File: src/sv/nfba_pkg.sv
// Package for the next-fit block allocator.
// Holds field widths, command codes and the sequencer state type; no dependencies.
package nfba_pkg;

  localparam int CMD_W    = 1;
  localparam int SEL_W    = 4;
  localparam int VAL_W    = 16;
  localparam int ACTIVE_W = 5;

  localparam logic [ACTIVE_W-1:0] ACTIVE_RST = 5'd16;

  localparam logic [CMD_W-1:0] CMD_LOAD  = 1'b0;
  localparam logic [CMD_W-1:0] CMD_ALLOC = 1'b1;

  typedef enum logic [2:0] {
    ST_IDLE,
    ST_MOD,
    ST_READ,
    ST_CMP,
    ST_DONE
  } nfba_state_t;

endpackage

File: src/sv/nfba_if.sv
// Valid/ready channel interfaces for the allocator's command and result streams.
// Depends on nfba_pkg for the field widths.
interface nfba_in_if;
  import nfba_pkg::*;

  logic             valid;
  logic             ready;
  logic [CMD_W-1:0] command;
  logic [SEL_W-1:0] block_select;
  logic [VAL_W-1:0] size_value;

  modport source (output valid, command, block_select, size_value, input ready);
  modport sink   (input valid, command, block_select, size_value, output ready);
endinterface

interface nfba_out_if;
  import nfba_pkg::*;

  logic             valid;
  logic             ready;
  logic             placed;
  logic [SEL_W-1:0] chosen_block;
  logic [VAL_W-1:0] size_before;

  modport source (output valid, placed, chosen_block, size_before, input ready);
  modport sink   (input valid, placed, chosen_block, size_before, output ready);
endinterface

File: src/sv/next_fit_block_allocator.sv
// Next-fit block allocator: a free-size memory scanned circularly from a roving position.
// Depends on nfba_pkg and the channel interfaces in nfba_if.sv.
//
// A load gives no result. An allocate passes through the MOD state, which reduces the
// start position taken from the rover by the active count as often as needed when that
// count was lowered below it, then READ and CMP, where from one block up to the active
// block count are compared, then DONE; with no active blocks it goes straight to DONE after the
// transfer. The result is then held until transferred. One compare/subtract
// unit checks one block per cycle, fed by the single read port of the free-size memory.
module next_fit_block_allocator #(
  parameter int NUM_BLOCKS = 16,
  parameter int SIZE_BITS  = 16
) (
  input  logic                          clk,
  input  logic                          rst_n,
  nfba_in_if.sink                       in_chan,
  nfba_out_if.source                    out_chan,
  input  logic                          cfg_we,
  input  logic [nfba_pkg::ACTIVE_W-1:0] cfg_wdata
);
  import nfba_pkg::*;

  localparam int IDX_W = $clog2(NUM_BLOCKS);
  localparam int CNT_W = $clog2(NUM_BLOCKS + 1);
  localparam int CMP_W = (CNT_W > ACTIVE_W) ? CNT_W : ACTIVE_W;
  localparam logic [CMP_W-1:0] NUM_BLOCKS_C = CMP_W'(NUM_BLOCKS);

  logic [SIZE_BITS-1:0] mem [NUM_BLOCKS];

  nfba_state_t          state_r, state_nxt;
  logic [ACTIVE_W-1:0]  active_r;
  logic [IDX_W-1:0]     rover_r, rover_nxt;
  logic [IDX_W-1:0]     idx_r, idx_nxt;
  logic [CNT_W-1:0]     cnt_r, cnt_nxt;
  logic [CNT_W-1:0]     scanned_r, scanned_nxt;
  logic [SIZE_BITS-1:0] req_r, req_nxt;
  logic [SIZE_BITS-1:0] rd_data_r;
  logic                 placed_r, placed_nxt;
  logic [SEL_W-1:0]     chosen_r, chosen_nxt;
  logic [VAL_W-1:0]     before_r, before_nxt;

  logic                 in_xfer, out_xfer;
  logic [CMP_W-1:0]     active_ext;
  logic [CNT_W-1:0]     cnt_sat;
  logic [SIZE_BITS-1:0] in_val;
  logic [IDX_W-1:0]     in_idx;
  logic                 sel_ok;
  logic                 rover_high;
  logic                 fit;
  logic                 last;
  logic [IDX_W-1:0]     idx_inc;
  logic                 mem_we;
  logic [IDX_W-1:0]     mem_waddr;
  logic [SIZE_BITS-1:0] mem_wdata;
  logic [IDX_W-1:0]     mem_raddr;

  assign in_xfer  = in_chan.valid && in_chan.ready;
  assign out_xfer = out_chan.valid && out_chan.ready;

  // Active count saturates at the table depth.
  assign active_ext = CMP_W'(active_r);
  assign cnt_sat    = (active_ext > NUM_BLOCKS_C) ? CNT_W'(NUM_BLOCKS) : CNT_W'(active_ext);

  assign in_val = SIZE_BITS'(in_chan.size_value);
  assign in_idx = IDX_W'(in_chan.block_select);
  assign sel_ok = CMP_W'(in_chan.block_select) < NUM_BLOCKS_C;

  assign rover_high = CNT_W'(idx_r) >= cnt_r;

  // Shared compare/subtract unit works on the entry read last cycle.
  assign fit     = rd_data_r >= req_r;
  assign last    = (scanned_r + CNT_W'(1)) == cnt_r;
  assign idx_inc = ((CNT_W'(idx_r) + CNT_W'(1)) == cnt_r) ? '0 : idx_r + IDX_W'(1);

  always_comb begin
    state_nxt = state_r;
    case (state_r)
      ST_IDLE: begin
        if (in_xfer && in_chan.command == CMD_ALLOC) begin
          state_nxt = (cnt_sat == '0) ? ST_DONE : ST_MOD;
        end
      end
      ST_MOD: begin
        if (!rover_high) begin
          state_nxt = ST_READ;
        end
      end
      ST_READ: state_nxt = ST_CMP;
      ST_CMP: begin
        if (fit || last) begin
          state_nxt = ST_DONE;
        end
      end
      ST_DONE: begin
        if (out_xfer) begin
          state_nxt = ST_IDLE;
        end
      end
      default: state_nxt = ST_IDLE;
    endcase
  end

  always_comb begin
    rover_nxt   = rover_r;
    idx_nxt     = idx_r;
    cnt_nxt     = cnt_r;
    scanned_nxt = scanned_r;
    req_nxt     = req_r;
    placed_nxt  = placed_r;
    chosen_nxt  = chosen_r;
    before_nxt  = before_r;
    mem_we      = 1'b0;
    mem_waddr   = idx_r;
    mem_wdata   = rd_data_r - req_r;
    mem_raddr   = idx_r;
    case (state_r)
      ST_IDLE: begin
        if (in_xfer) begin
          if (in_chan.command == CMD_LOAD) begin
            mem_we    = sel_ok;
            mem_waddr = in_idx;
            mem_wdata = in_val;
            rover_nxt = '0;
          end else begin
            req_nxt     = in_val;
            idx_nxt     = rover_r;
            cnt_nxt     = cnt_sat;
            scanned_nxt = '0;
            placed_nxt  = 1'b0;
            chosen_nxt  = '0;
            before_nxt  = '0;
          end
        end
      end
      ST_MOD: begin
        // Reduce the start position into the active range.
        if (rover_high) begin
          idx_nxt = IDX_W'(CNT_W'(idx_r) - cnt_r);
        end
      end
      ST_CMP: begin
        if (fit) begin
          mem_we     = 1'b1;
          rover_nxt  = idx_r;
          placed_nxt = 1'b1;
          chosen_nxt = SEL_W'(idx_r);
          before_nxt = VAL_W'(rd_data_r);
        end else begin
          // Fetch the next block while this one is compared.
          idx_nxt     = idx_inc;
          scanned_nxt = scanned_r + CNT_W'(1);
          mem_raddr   = idx_inc;
        end
      end
      default: ;
    endcase
  end

  assign in_chan.ready         = (state_r == ST_IDLE);
  assign out_chan.valid        = (state_r == ST_DONE);
  assign out_chan.placed       = placed_r;
  assign out_chan.chosen_block = chosen_r;
  assign out_chan.size_before  = before_r;

  always_ff @(posedge clk) begin
    if (mem_we) begin
      mem[mem_waddr] <= mem_wdata;
    end
    rd_data_r <= mem[mem_raddr];
  end

  always_ff @(posedge clk) begin
    if (!rst_n) begin
      state_r  <= ST_IDLE;
      rover_r  <= '0;
      active_r <= ACTIVE_RST;
    end else begin
      state_r <= state_nxt;
      rover_r <= rover_nxt;
      if (cfg_we) begin
        active_r <= cfg_wdata;
      end
    end
  end

  always_ff @(posedge clk) begin
    idx_r     <= idx_nxt;
    cnt_r     <= cnt_nxt;
    scanned_r <= scanned_nxt;
    req_r     <= req_nxt;
    placed_r  <= placed_nxt;
    chosen_r  <= chosen_nxt;
    before_r  <= before_nxt;
  end

endmodule
File: src/flat_wrapper.sv
// flat-port wrapper written by rule: the top's interface ports become plain ports
module next_fit_block_allocator_flat import nfba_pkg::*;
#(
  parameter int NUM_BLOCKS = 16,
  parameter int SIZE_BITS  = 16
)
  (clk, rst_n, cfg_we, cfg_wdata, in_chan_valid, in_chan_command, in_chan_block_select, in_chan_size_value, in_chan_ready, out_chan_valid, out_chan_placed, out_chan_chosen_block, out_chan_size_before, out_chan_ready);
  nfba_in_if in_chan_i ();
  nfba_out_if out_chan_i ();
  input  logic clk;
  input  logic rst_n;
  input  logic cfg_we;
  input  logic [nfba_pkg::ACTIVE_W-1:0] cfg_wdata;
  input wire logic [$bits(in_chan_i.valid)-1:0] in_chan_valid;
  input wire logic [$bits(in_chan_i.command)-1:0] in_chan_command;
  input wire logic [$bits(in_chan_i.block_select)-1:0] in_chan_block_select;
  input wire logic [$bits(in_chan_i.size_value)-1:0] in_chan_size_value;
  output wire logic [$bits(in_chan_i.ready)-1:0] in_chan_ready;
  output wire logic [$bits(out_chan_i.valid)-1:0] out_chan_valid;
  output wire logic [$bits(out_chan_i.placed)-1:0] out_chan_placed;
  output wire logic [$bits(out_chan_i.chosen_block)-1:0] out_chan_chosen_block;
  output wire logic [$bits(out_chan_i.size_before)-1:0] out_chan_size_before;
  input wire logic [$bits(out_chan_i.ready)-1:0] out_chan_ready;
  assign in_chan_i.valid = in_chan_valid;
  assign in_chan_i.command = in_chan_command;
  assign in_chan_i.block_select = in_chan_block_select;
  assign in_chan_i.size_value = in_chan_size_value;
  assign in_chan_ready = in_chan_i.ready;
  assign out_chan_valid = out_chan_i.valid;
  assign out_chan_placed = out_chan_i.placed;
  assign out_chan_chosen_block = out_chan_i.chosen_block;
  assign out_chan_size_before = out_chan_i.size_before;
  assign out_chan_i.ready = out_chan_ready;
  next_fit_block_allocator #(.NUM_BLOCKS(NUM_BLOCKS), .SIZE_BITS(SIZE_BITS)) u_core (.clk(clk), .rst_n(rst_n), .in_chan(in_chan_i), .out_chan(out_chan_i), .cfg_we(cfg_we), .cfg_wdata(cfg_wdata));
endmodule
File: config.mk
export PLATFORM = sky130hd
export DESIGN_NAME = next_fit_block_allocator_flat
export DESIGN_NICKNAME = d
export VERILOG_FILES = /design/src/sv/nfba_pkg.sv /design/src/sv/nfba_if.sv /design/src/sv/next_fit_block_allocator.sv /design/src/flat_wrapper.sv
export SDC_FILE = /design/constraint.sdc
export NUM_CORES = 1
export LEC_CHECK = 0
export BUFFER_PORTS_ARGS = -buffer_cell sky130_fd_sc_hd__buf_2
export CAP_MARGIN = 20
export CORE_ASPECT_RATIO = 1.5
export CORE_MARGIN = 2
export CORE_UTILIZATION = 55
export DETAILED_ROUTE_END_ITERATION = 10
export PLACE_DENSITY_LB_ADDON = 0.12
export SLEW_MARGIN = 20
export SYNTH_ARGS = -nofsm -noshare
export SYNTH_HDL_FRONTEND = slang
export SYNTH_SLANG_ARGS = --single-unit
File: constraint.sdc
create_clock -name clk -period 4.7 [get_ports clk]
set_clock_uncertainty 0.1 [all_clocks]
set_input_delay 1.175 -clock clk [delete_from_list [all_inputs] [get_ports clk]]
set_output_delay 1.175 -clock clk [all_outputs]
set_load 0.01 [all_outputs]
==> flow_summary.yaml, run 1 <==
place:
  place_congestion: 0.8915
  preCtsSetupSlack_ps: 551.0
  hpwl_um: 19590
  numPortBuffers: 53
sta:
  period_share: 0.8839
  slew_violations: 0
  finalSetupViolCount: 0
  setup_ws_ps: 545.9
  fmax_mhz: 240.7
  tightest_slew_ps: 1160
  final_hold_viol_count: 0
  setup_tns_ps: 0
  period_minus_slack_ps: 4154
  slew-limit-headroom: 0.2269
  rsz0062_at_grt: "no"
synth:
  syn_nets: 1108
  synthesis.area_um2: 14310
  yosysUniqueCellTypes: 57
  yosysSeqAreaShare: 0.6833
  synth_edf_count: 307
  synth_area_leaders: "edfxtp_1 64%, dfxtp_1 3.9%, nand2_1 3.5%, mux2i_1 2.6%, a211oi_1 2.6%"
  synth.largest_area_cell: "edfxtp_1"
  synth_compound_area_frac: 0.1019
  synthFlopType: "edfxtp_1"
  ys_seq_elements: 335
  synth_top_family_by_area: "simple AND/OR/NAND/NOR gates"
  yosysWarnings: 0
  synthCells: 1053
  synthMuxAreaShare: 0.04188
  syn_avg_cell_area_um2: 13.59
  synthAdderAreaFrac: 0.02282
  synth_simple_gate_area_frac: 0.1031
  synth_xor_area_frac: 0.01775
  async_reset_ff_frac: 0
  synth_top_area_share: 0.6442
detailed_routing:
  wl_um: 32290
  wl_met3_um: 2140
  route.detailed.drc: 0
  wl_met2_um: 16090
  drtIter0Drc: 662
  postRouteAntennaNets: 0
  viasPerCell: 5.890
  wl_met1_um: 12690
  firstDrtPassIters: 5
  wl_per_cell_um: 21.83
  num_vias: 8712
  top_layer: "met5"
cts:
  cts-resized-gates: 0
  cts_root_buf: "clkbuf_16"
  numCtsBuffers: 31
  cts_hold_buf: 0
  clkSinkCount: 335
  cts_tree: "yes"
  path_clk_slew_ps: 70
  clk_path_buf_depth: 3
  cts_setup_buffers: 0
  htreeDepth: 1
  insertion_delay_ps: 580
global_routing:
  antenna_found_initial: 1
  grt_pass1_vias: 8523
  grt_pass1_wl_um: 48490
  grtUsageTotal: 0.2380
  grt_overflow: 0
  grt_max_degree: 97
floorplanning:
  dieArea_um2: 27350
  num_rows: 72
  core_um2: 25670
  die_h_um: 201.6
  initial_core_util: 0.5574
  ios: 54
  dieWidth_um: 135.7
final_layout:
  area_growth_syn_to_layout_pct: 12.81
  layout_common_cells: "307 x edfxtp_1, 132 x nand2_1, 53 x buf_2"
  post-route-util: 0.6288
  n_antenna_cell: 0
  final_common_cell: "edfxtp_1"
  final_nets: 1177
  drive_gt1_frac: 0.1510
setup_path:
  critPathKind: "register to register"
  cp.required_ps: 5100
  ff2ff_setup_slack_ps: 550
  crit_chain: "inv_1 -> ha_1 -> fa_1 -> nand2b_1 -> a21oi_1 -> o21a_1 -> o211ai_1 -> nand3_1 -> mux2_4 -> nand2_1 -> and3_1 -> o32ai_1 -> a221o_1"
  critPathLaunchType: "register"
  path_max_fanout: 96
  slowest_delay_ps: 850
  r2r_cells: 13
  reg2reg_to: "u_core.rd_data_r[11]"
  cp.arrival_ps: 4550
  cp-end-kind: "register"
  rr_startpoint: "u_core.rd_data_r[0]"
  crit_slowest_cell: "mux2_4"
hold_path:
  min_path_type: "register to register"
  whs_path_depth: 2
  worstHoldStart: "u_core.rover_r[1]"
  holdPathEnd: "u_core.rover_r[1]"
pwr:
  leakagePower_uw: 0.005788
  power_density_nw_per_um2: 536.8
  vdd_drop_max_uv: 358.4
outcome:
  outcome: "completed"
job:
  max_cap_violations: 0
[state kept, by name, summed over array words and instances (netlist names), 5 cells and up]
register and count:
u_core.mem 256, u_core.out_chan.size_before 16, u_core.rd_data_r 16, u_core.req_r 16, u_core.active_ext 5, u_core.cnt_r 5
u_core.scanned_r 5
[layer usage]
metal,global-route usage,vias up
met5,0,-
met4,0.1079,2
met3,0.04636,83
met2,0.4004,281
met1,0.2966,4282
li1,-,4064
[power breakdown]
part / leakage, µW / total (µW) / switching, µW / internal (µW)
Sequential: 0.00302 / 4040 / 108 / 3930
Clock: 0.000508 / 2640 / 1060 / 1580
Combinational: 0.00226 / 1990 / 1330 / 657
Total: 0.00579 / 8670 / 2500 / 6170
[synthesized netlist by cell type, types with 17 or more instances]
| library cell | number |
|---|---|
| dfxtp_1 | 28 |
| and2_0 | 44 |
| mux2_2 | 17 |
| a21oi_1 | 31 |
| o21ai_0 | 19 |
| inv_1 | 32 |
| nor2_1 | 51 |
| and3_1 | 19 |
| edfxtp_1 | 307 |
| a31oi_1 | 40 |
| and2_1 | 21 |
| mux2i_1 | 37 |
| a211oi_1 | 49 |
| nand2_1 | 132 |
| clkbuf_1 | 34 |
| ha_1 | 22 |
[per-stage QoR]
step / total power [µW] / area, µm² / hold WS, ps / cells
final: 8666 / 16140 / 376.3 / 1479
after global routing: 9007 / 16140 / 415.4 / 1479
after CTS: 8687 / 16130 / 378.4 / 1479
after detailed placement: 6063 / 15060 / 369.3 / 1422
after global placement: 6027 / 15060 / 361.3 / 1422
after floorplan: 5348 / 14310 / 352.4 / 1053
[critical path: cells and delay by family, from the launching register on]
kind | cells | cell delay, ps
AOI/OAI and AO/OA | 5 | 1160
muxes | 1 | 850
buffers and inverters | 1 | 80
DFF | 1 | 320
adders and majority gates | 2 | 710
and+or+nand+nor | 4 | 770
[area by class of cell]
class / count / area (µm²)
Sequential cell: 335 / 9779
Fill cell: 1946 / 9530
Multi-Input combinational cell: 628 / 4151
Clock buffer: 43 / 840.8
Timing Repair Buffer: 92 / 595.6
Tap cell: 333 / 416.7
Clock inverter: 14 / 232.7
Inverter: 34 / 127.6
[worst max-delay path by stage]
stage | end | startpoint | slack (ps)
global route | u_core.rd_data_r[9] | u_core.rd_data_r[0] | 300
floorplan | u_core.mem[12][0] | u_core.req_r[0] | 1170
CTS | u_core.rd_data_r[1] | u_core.rd_data_r[0] | 550
finish | u_core.rd_data_r[11] | u_core.rd_data_r[0] | 550
global placement | u_core.rd_data_r[1] | u_core.rd_data_r[0] | 620
detailed placement | u_core.rd_data_r[1] | u_core.rd_data_r[0] | 550
[kinds of logic after synthesis]
group           Yosys count
xor+xnor                 29
mux                      56
flops                   335
simple gates            310
compound gates          208
fa+ha+maj                25
buf+inv                  90
(Power assumes the default switching activity.)
==> run 2, diff against run 1 <==
- ABC_AREA: default -> 1
==> flow_summary.yaml, run 2 <==
global_routing:
  grt_overflow: 0
  grt_max_degree: 129
  grt_pass1_wl_um: 57080
  antenna_found_initial: 0
  grtUsageTotal: 0.2527
  grt_pass1_vias: 10530
floorplanning:
  core_um2: 27310
  dieWidth_um: 140.4
  initial_core_util: 0.5619
  dieArea_um2: 29290
  ios: 54
  die_h_um: 208.6
  num_rows: 74
setup_path:
  cp-end-kind: "register"
  path_max_fanout: 9
  cp.required_ps: 4870
  cp_common_cell: "inv_1"
  critPathLaunch: "u_core.rd_data_r[0]"
  critPathBufInv: 5
  critPathKind: "register to register"
  critPathLaunchType: "register"
  cp.arrival_ps: 3740
  r2r_cells: 17
  rr_startpoint: "u_core.rd_data_r[0]"
  crit_slowest_cell: "fa_1"
  crit_family: "simple AND/OR/NAND/NOR gates"
  path_depth: 17
  slowest_delay_ps: 460
  crit_chain: "inv_1 -> ha_1 -> fa_1 -> inv_1 -> nand2_1 -> nand2_1 -> nand3_1 -> nand3_2 -> nand2_2 -> nand2_2 -> nand2_1 -> inv_1 -> nor2_1 -> inv_1 -> nand3_1 -> nor2_2 -> buf_4"
cts:
  cts-resized-gates: 0
  cts_setup_buffers: 0
  clk_path_buf_depth: 3
  numCtsBuffers: 31
  cts_hold_buf: 0
  insertion_delay_ps: 580
  cts_root_buf: "clkbuf_16"
  cts_tree: "yes"
  path_clk_slew_ps: 60
  clkSinkCount: 335
  htreeDepth: 1
sta:
  final_hold_viol_count: 0
  setup_tns_ps: 0
  tightest_slew_ps: 913.4
  slew_violations: 0
  rsz0062_at_grt: "no"
  finalSetupViolCount: 0
  fmax_mhz: 280.3
  period_share: 0.7590
  slew-limit-headroom: 0.3904
  period_minus_slack_ps: 3567
synth:
  yosysWarnings: 0
  synth_edf_count: 307
  ys_seq_elements: 335
  synth_area_leaders: "edfxtp_1 60%, nand3_1 10%, nand2_1 9.3%, inv_1 5.1%, dfxtp_1 3.7%"
  synth_top_area_share: 0.6006
  yosysUniqueCellTypes: 42
  async_reset_ff_frac: 0
  yosysSeqAreaShare: 0.6372
  synthFlopType: "edfxtp_1"
  ys_top_cells_by_count: "381 x nand2_1, 308 x nand3_1, 307 x edfxtp_1, 208 x inv_1, 81 x nor2_1"
  synthCells: 1528
  synthesis.area_um2: 15350
  syn_avg_cell_area_um2: 10.04
  syn_nets: 1583
  synth.largest_area_cell: "edfxtp_1"
  yosysMostFrequentCell: "nand2_1"
detailed_routing:
  num_vias: 10580
  drtIter0Drc: 952
  wl_um: 36950
  firstDrtPassIters: 7
  postRouteAntennaNets: 0
  route.detailed.drc: 0
  wl_per_cell_um: 18.97
  viasPerCell: 5.429
final_layout:
  seqCellArea_um2: 9779
  largest-register: "u_core.mem"
  fill_cells: 2293
  final_nets: 1638
  drive_gt1_frac: 0.1083
  multiInputGateArea_um2: 4385
  largest_reg_flops: 256
  fin_area_um2: 16980
  final_common_cell: "nand2_1"
  n_antenna_cell: 0
  area_growth_syn_to_layout_pct: 10.62
  layout_common_cells: "381 x nand2_1, 308 x nand3_1, 307 x edfxtp_1"
hold_path:
  whs_path_depth: 2
  min_path_type: "register to register"
  worstHoldStart: "u_core.rover_r[2]"
place:
  place_area_um2: 16020
  numPortBuffers: 53
  place_congestion: 0.8945
  hpwl_um: 24950
pwr:
  power_density_nw_per_um2: 539.1
  p_sw_uw: 3077
  p_sw_frac: 0.3361
  leakagePower_uw: 0.007241
  p_int_uw: 6077
  power_frac_seq: 0.450
  vdd_drop_max_uv: 294.3
  pwr-share-clk: 0.267
  share_comb_of_total_power: 0.283
job:
  max_cap_violations: 0
outcome:
  outcome: "completed"
[run 2: cell count changes in the layout (fill, tap and decap cells not counted), moves of 20 or more]
cell	change
nand3_1	+296
nand2_1	+249
inv_1	+176
a211oi_1	-48
and2_0	-44
a31oi_1	-37
mux2i_1	-37
and2_1	-20
[run 2: area by class of cell]
cell class	instances	share of cell area
multi-input combinational	906	0.2583
timing repair buffer	93	0.03626
clock buffer	40	0.04768
tap	342	0.02520
clock inverter	16	0.008843
inverter	216	0.04775
sequential	335	0.5760
[run 2: power by group through the flow]
stage               registers (µW)  logic [µW]  clock network (µW)
floorplan                     4150        1630                   0
global placement              4180        2540                   0
detailed placement            4180        2570                   0
CTS                           4120        2590                2470
global route                  4140        2850                2590
finish                        4120        2590                2440
[run 2: path summary, 6_finish.rpt]
kind	end	slack, ps
worst max register to register	u_core.mem[7][9]	1130
worst max-delay path	u_core.mem[7][9]	1130
worst min register to register	u_core.rover_r[2]	370
worst min-delay path	u_core.rover_r[2]	370
[run 2: cells by family after synthesis]
family | after synthesis | share of synthesized area
flops | 335 | 0.6372
buf+inv | 287 | 0.08168
fa+ha+maj | 24 | 0.02054
compound gates | 73 | 0.02764
simple gates | 795 | 0.2250
xor+xnor | 14 | 0.007989
[run 2: worst register-to-register path, stage by stage, from the launching register on]
cell     delay [ps]
dfxtp_1         310
inv_1            60
ha_1            230
fa_1            460
inv_1            70
nand2_1          50
nand2_1          90
nand3_1         110
nand3_2         130
nand2_2          90
nand2_2         160
nand2_1          70
inv_1            90
nor2_1           90
inv_1           160
nand3_1         250
nor2_2          460
buf_4           290
[run 2: metrics by stage]
stage / setup slack (ps) / hold slack, ps / power (µW) / cells / utilization
floorplan: 1225 / 339.6 / 5784 / 1528 / -
global placement: 1061 / 356.4 / 6711 / 1892 / 0.5864
detailed placement: 1076 / 359.0 / 6751 / 1892 / 0.5864
CTS: 1171 / 368.8 / 9180 / 1948 / 0.6215
global route: 927.1 / 393.0 / 9577 / 1948 / 0.6216
finish: 1133 / 367.2 / 9153 / 1948 / 0.6216
[run 2: layer usage]
metal / vias to the layer above / part of all wire / global-route usage
li1: 5205 / - / -
met1: 4957 / 0.40 / 0.3151
met2: 340 / 0.51 / 0.4495
met3: 74 / 0.052 / 0.02360
met4: 0 / 0.039 / 0.1087
met5: - / 0 / 0
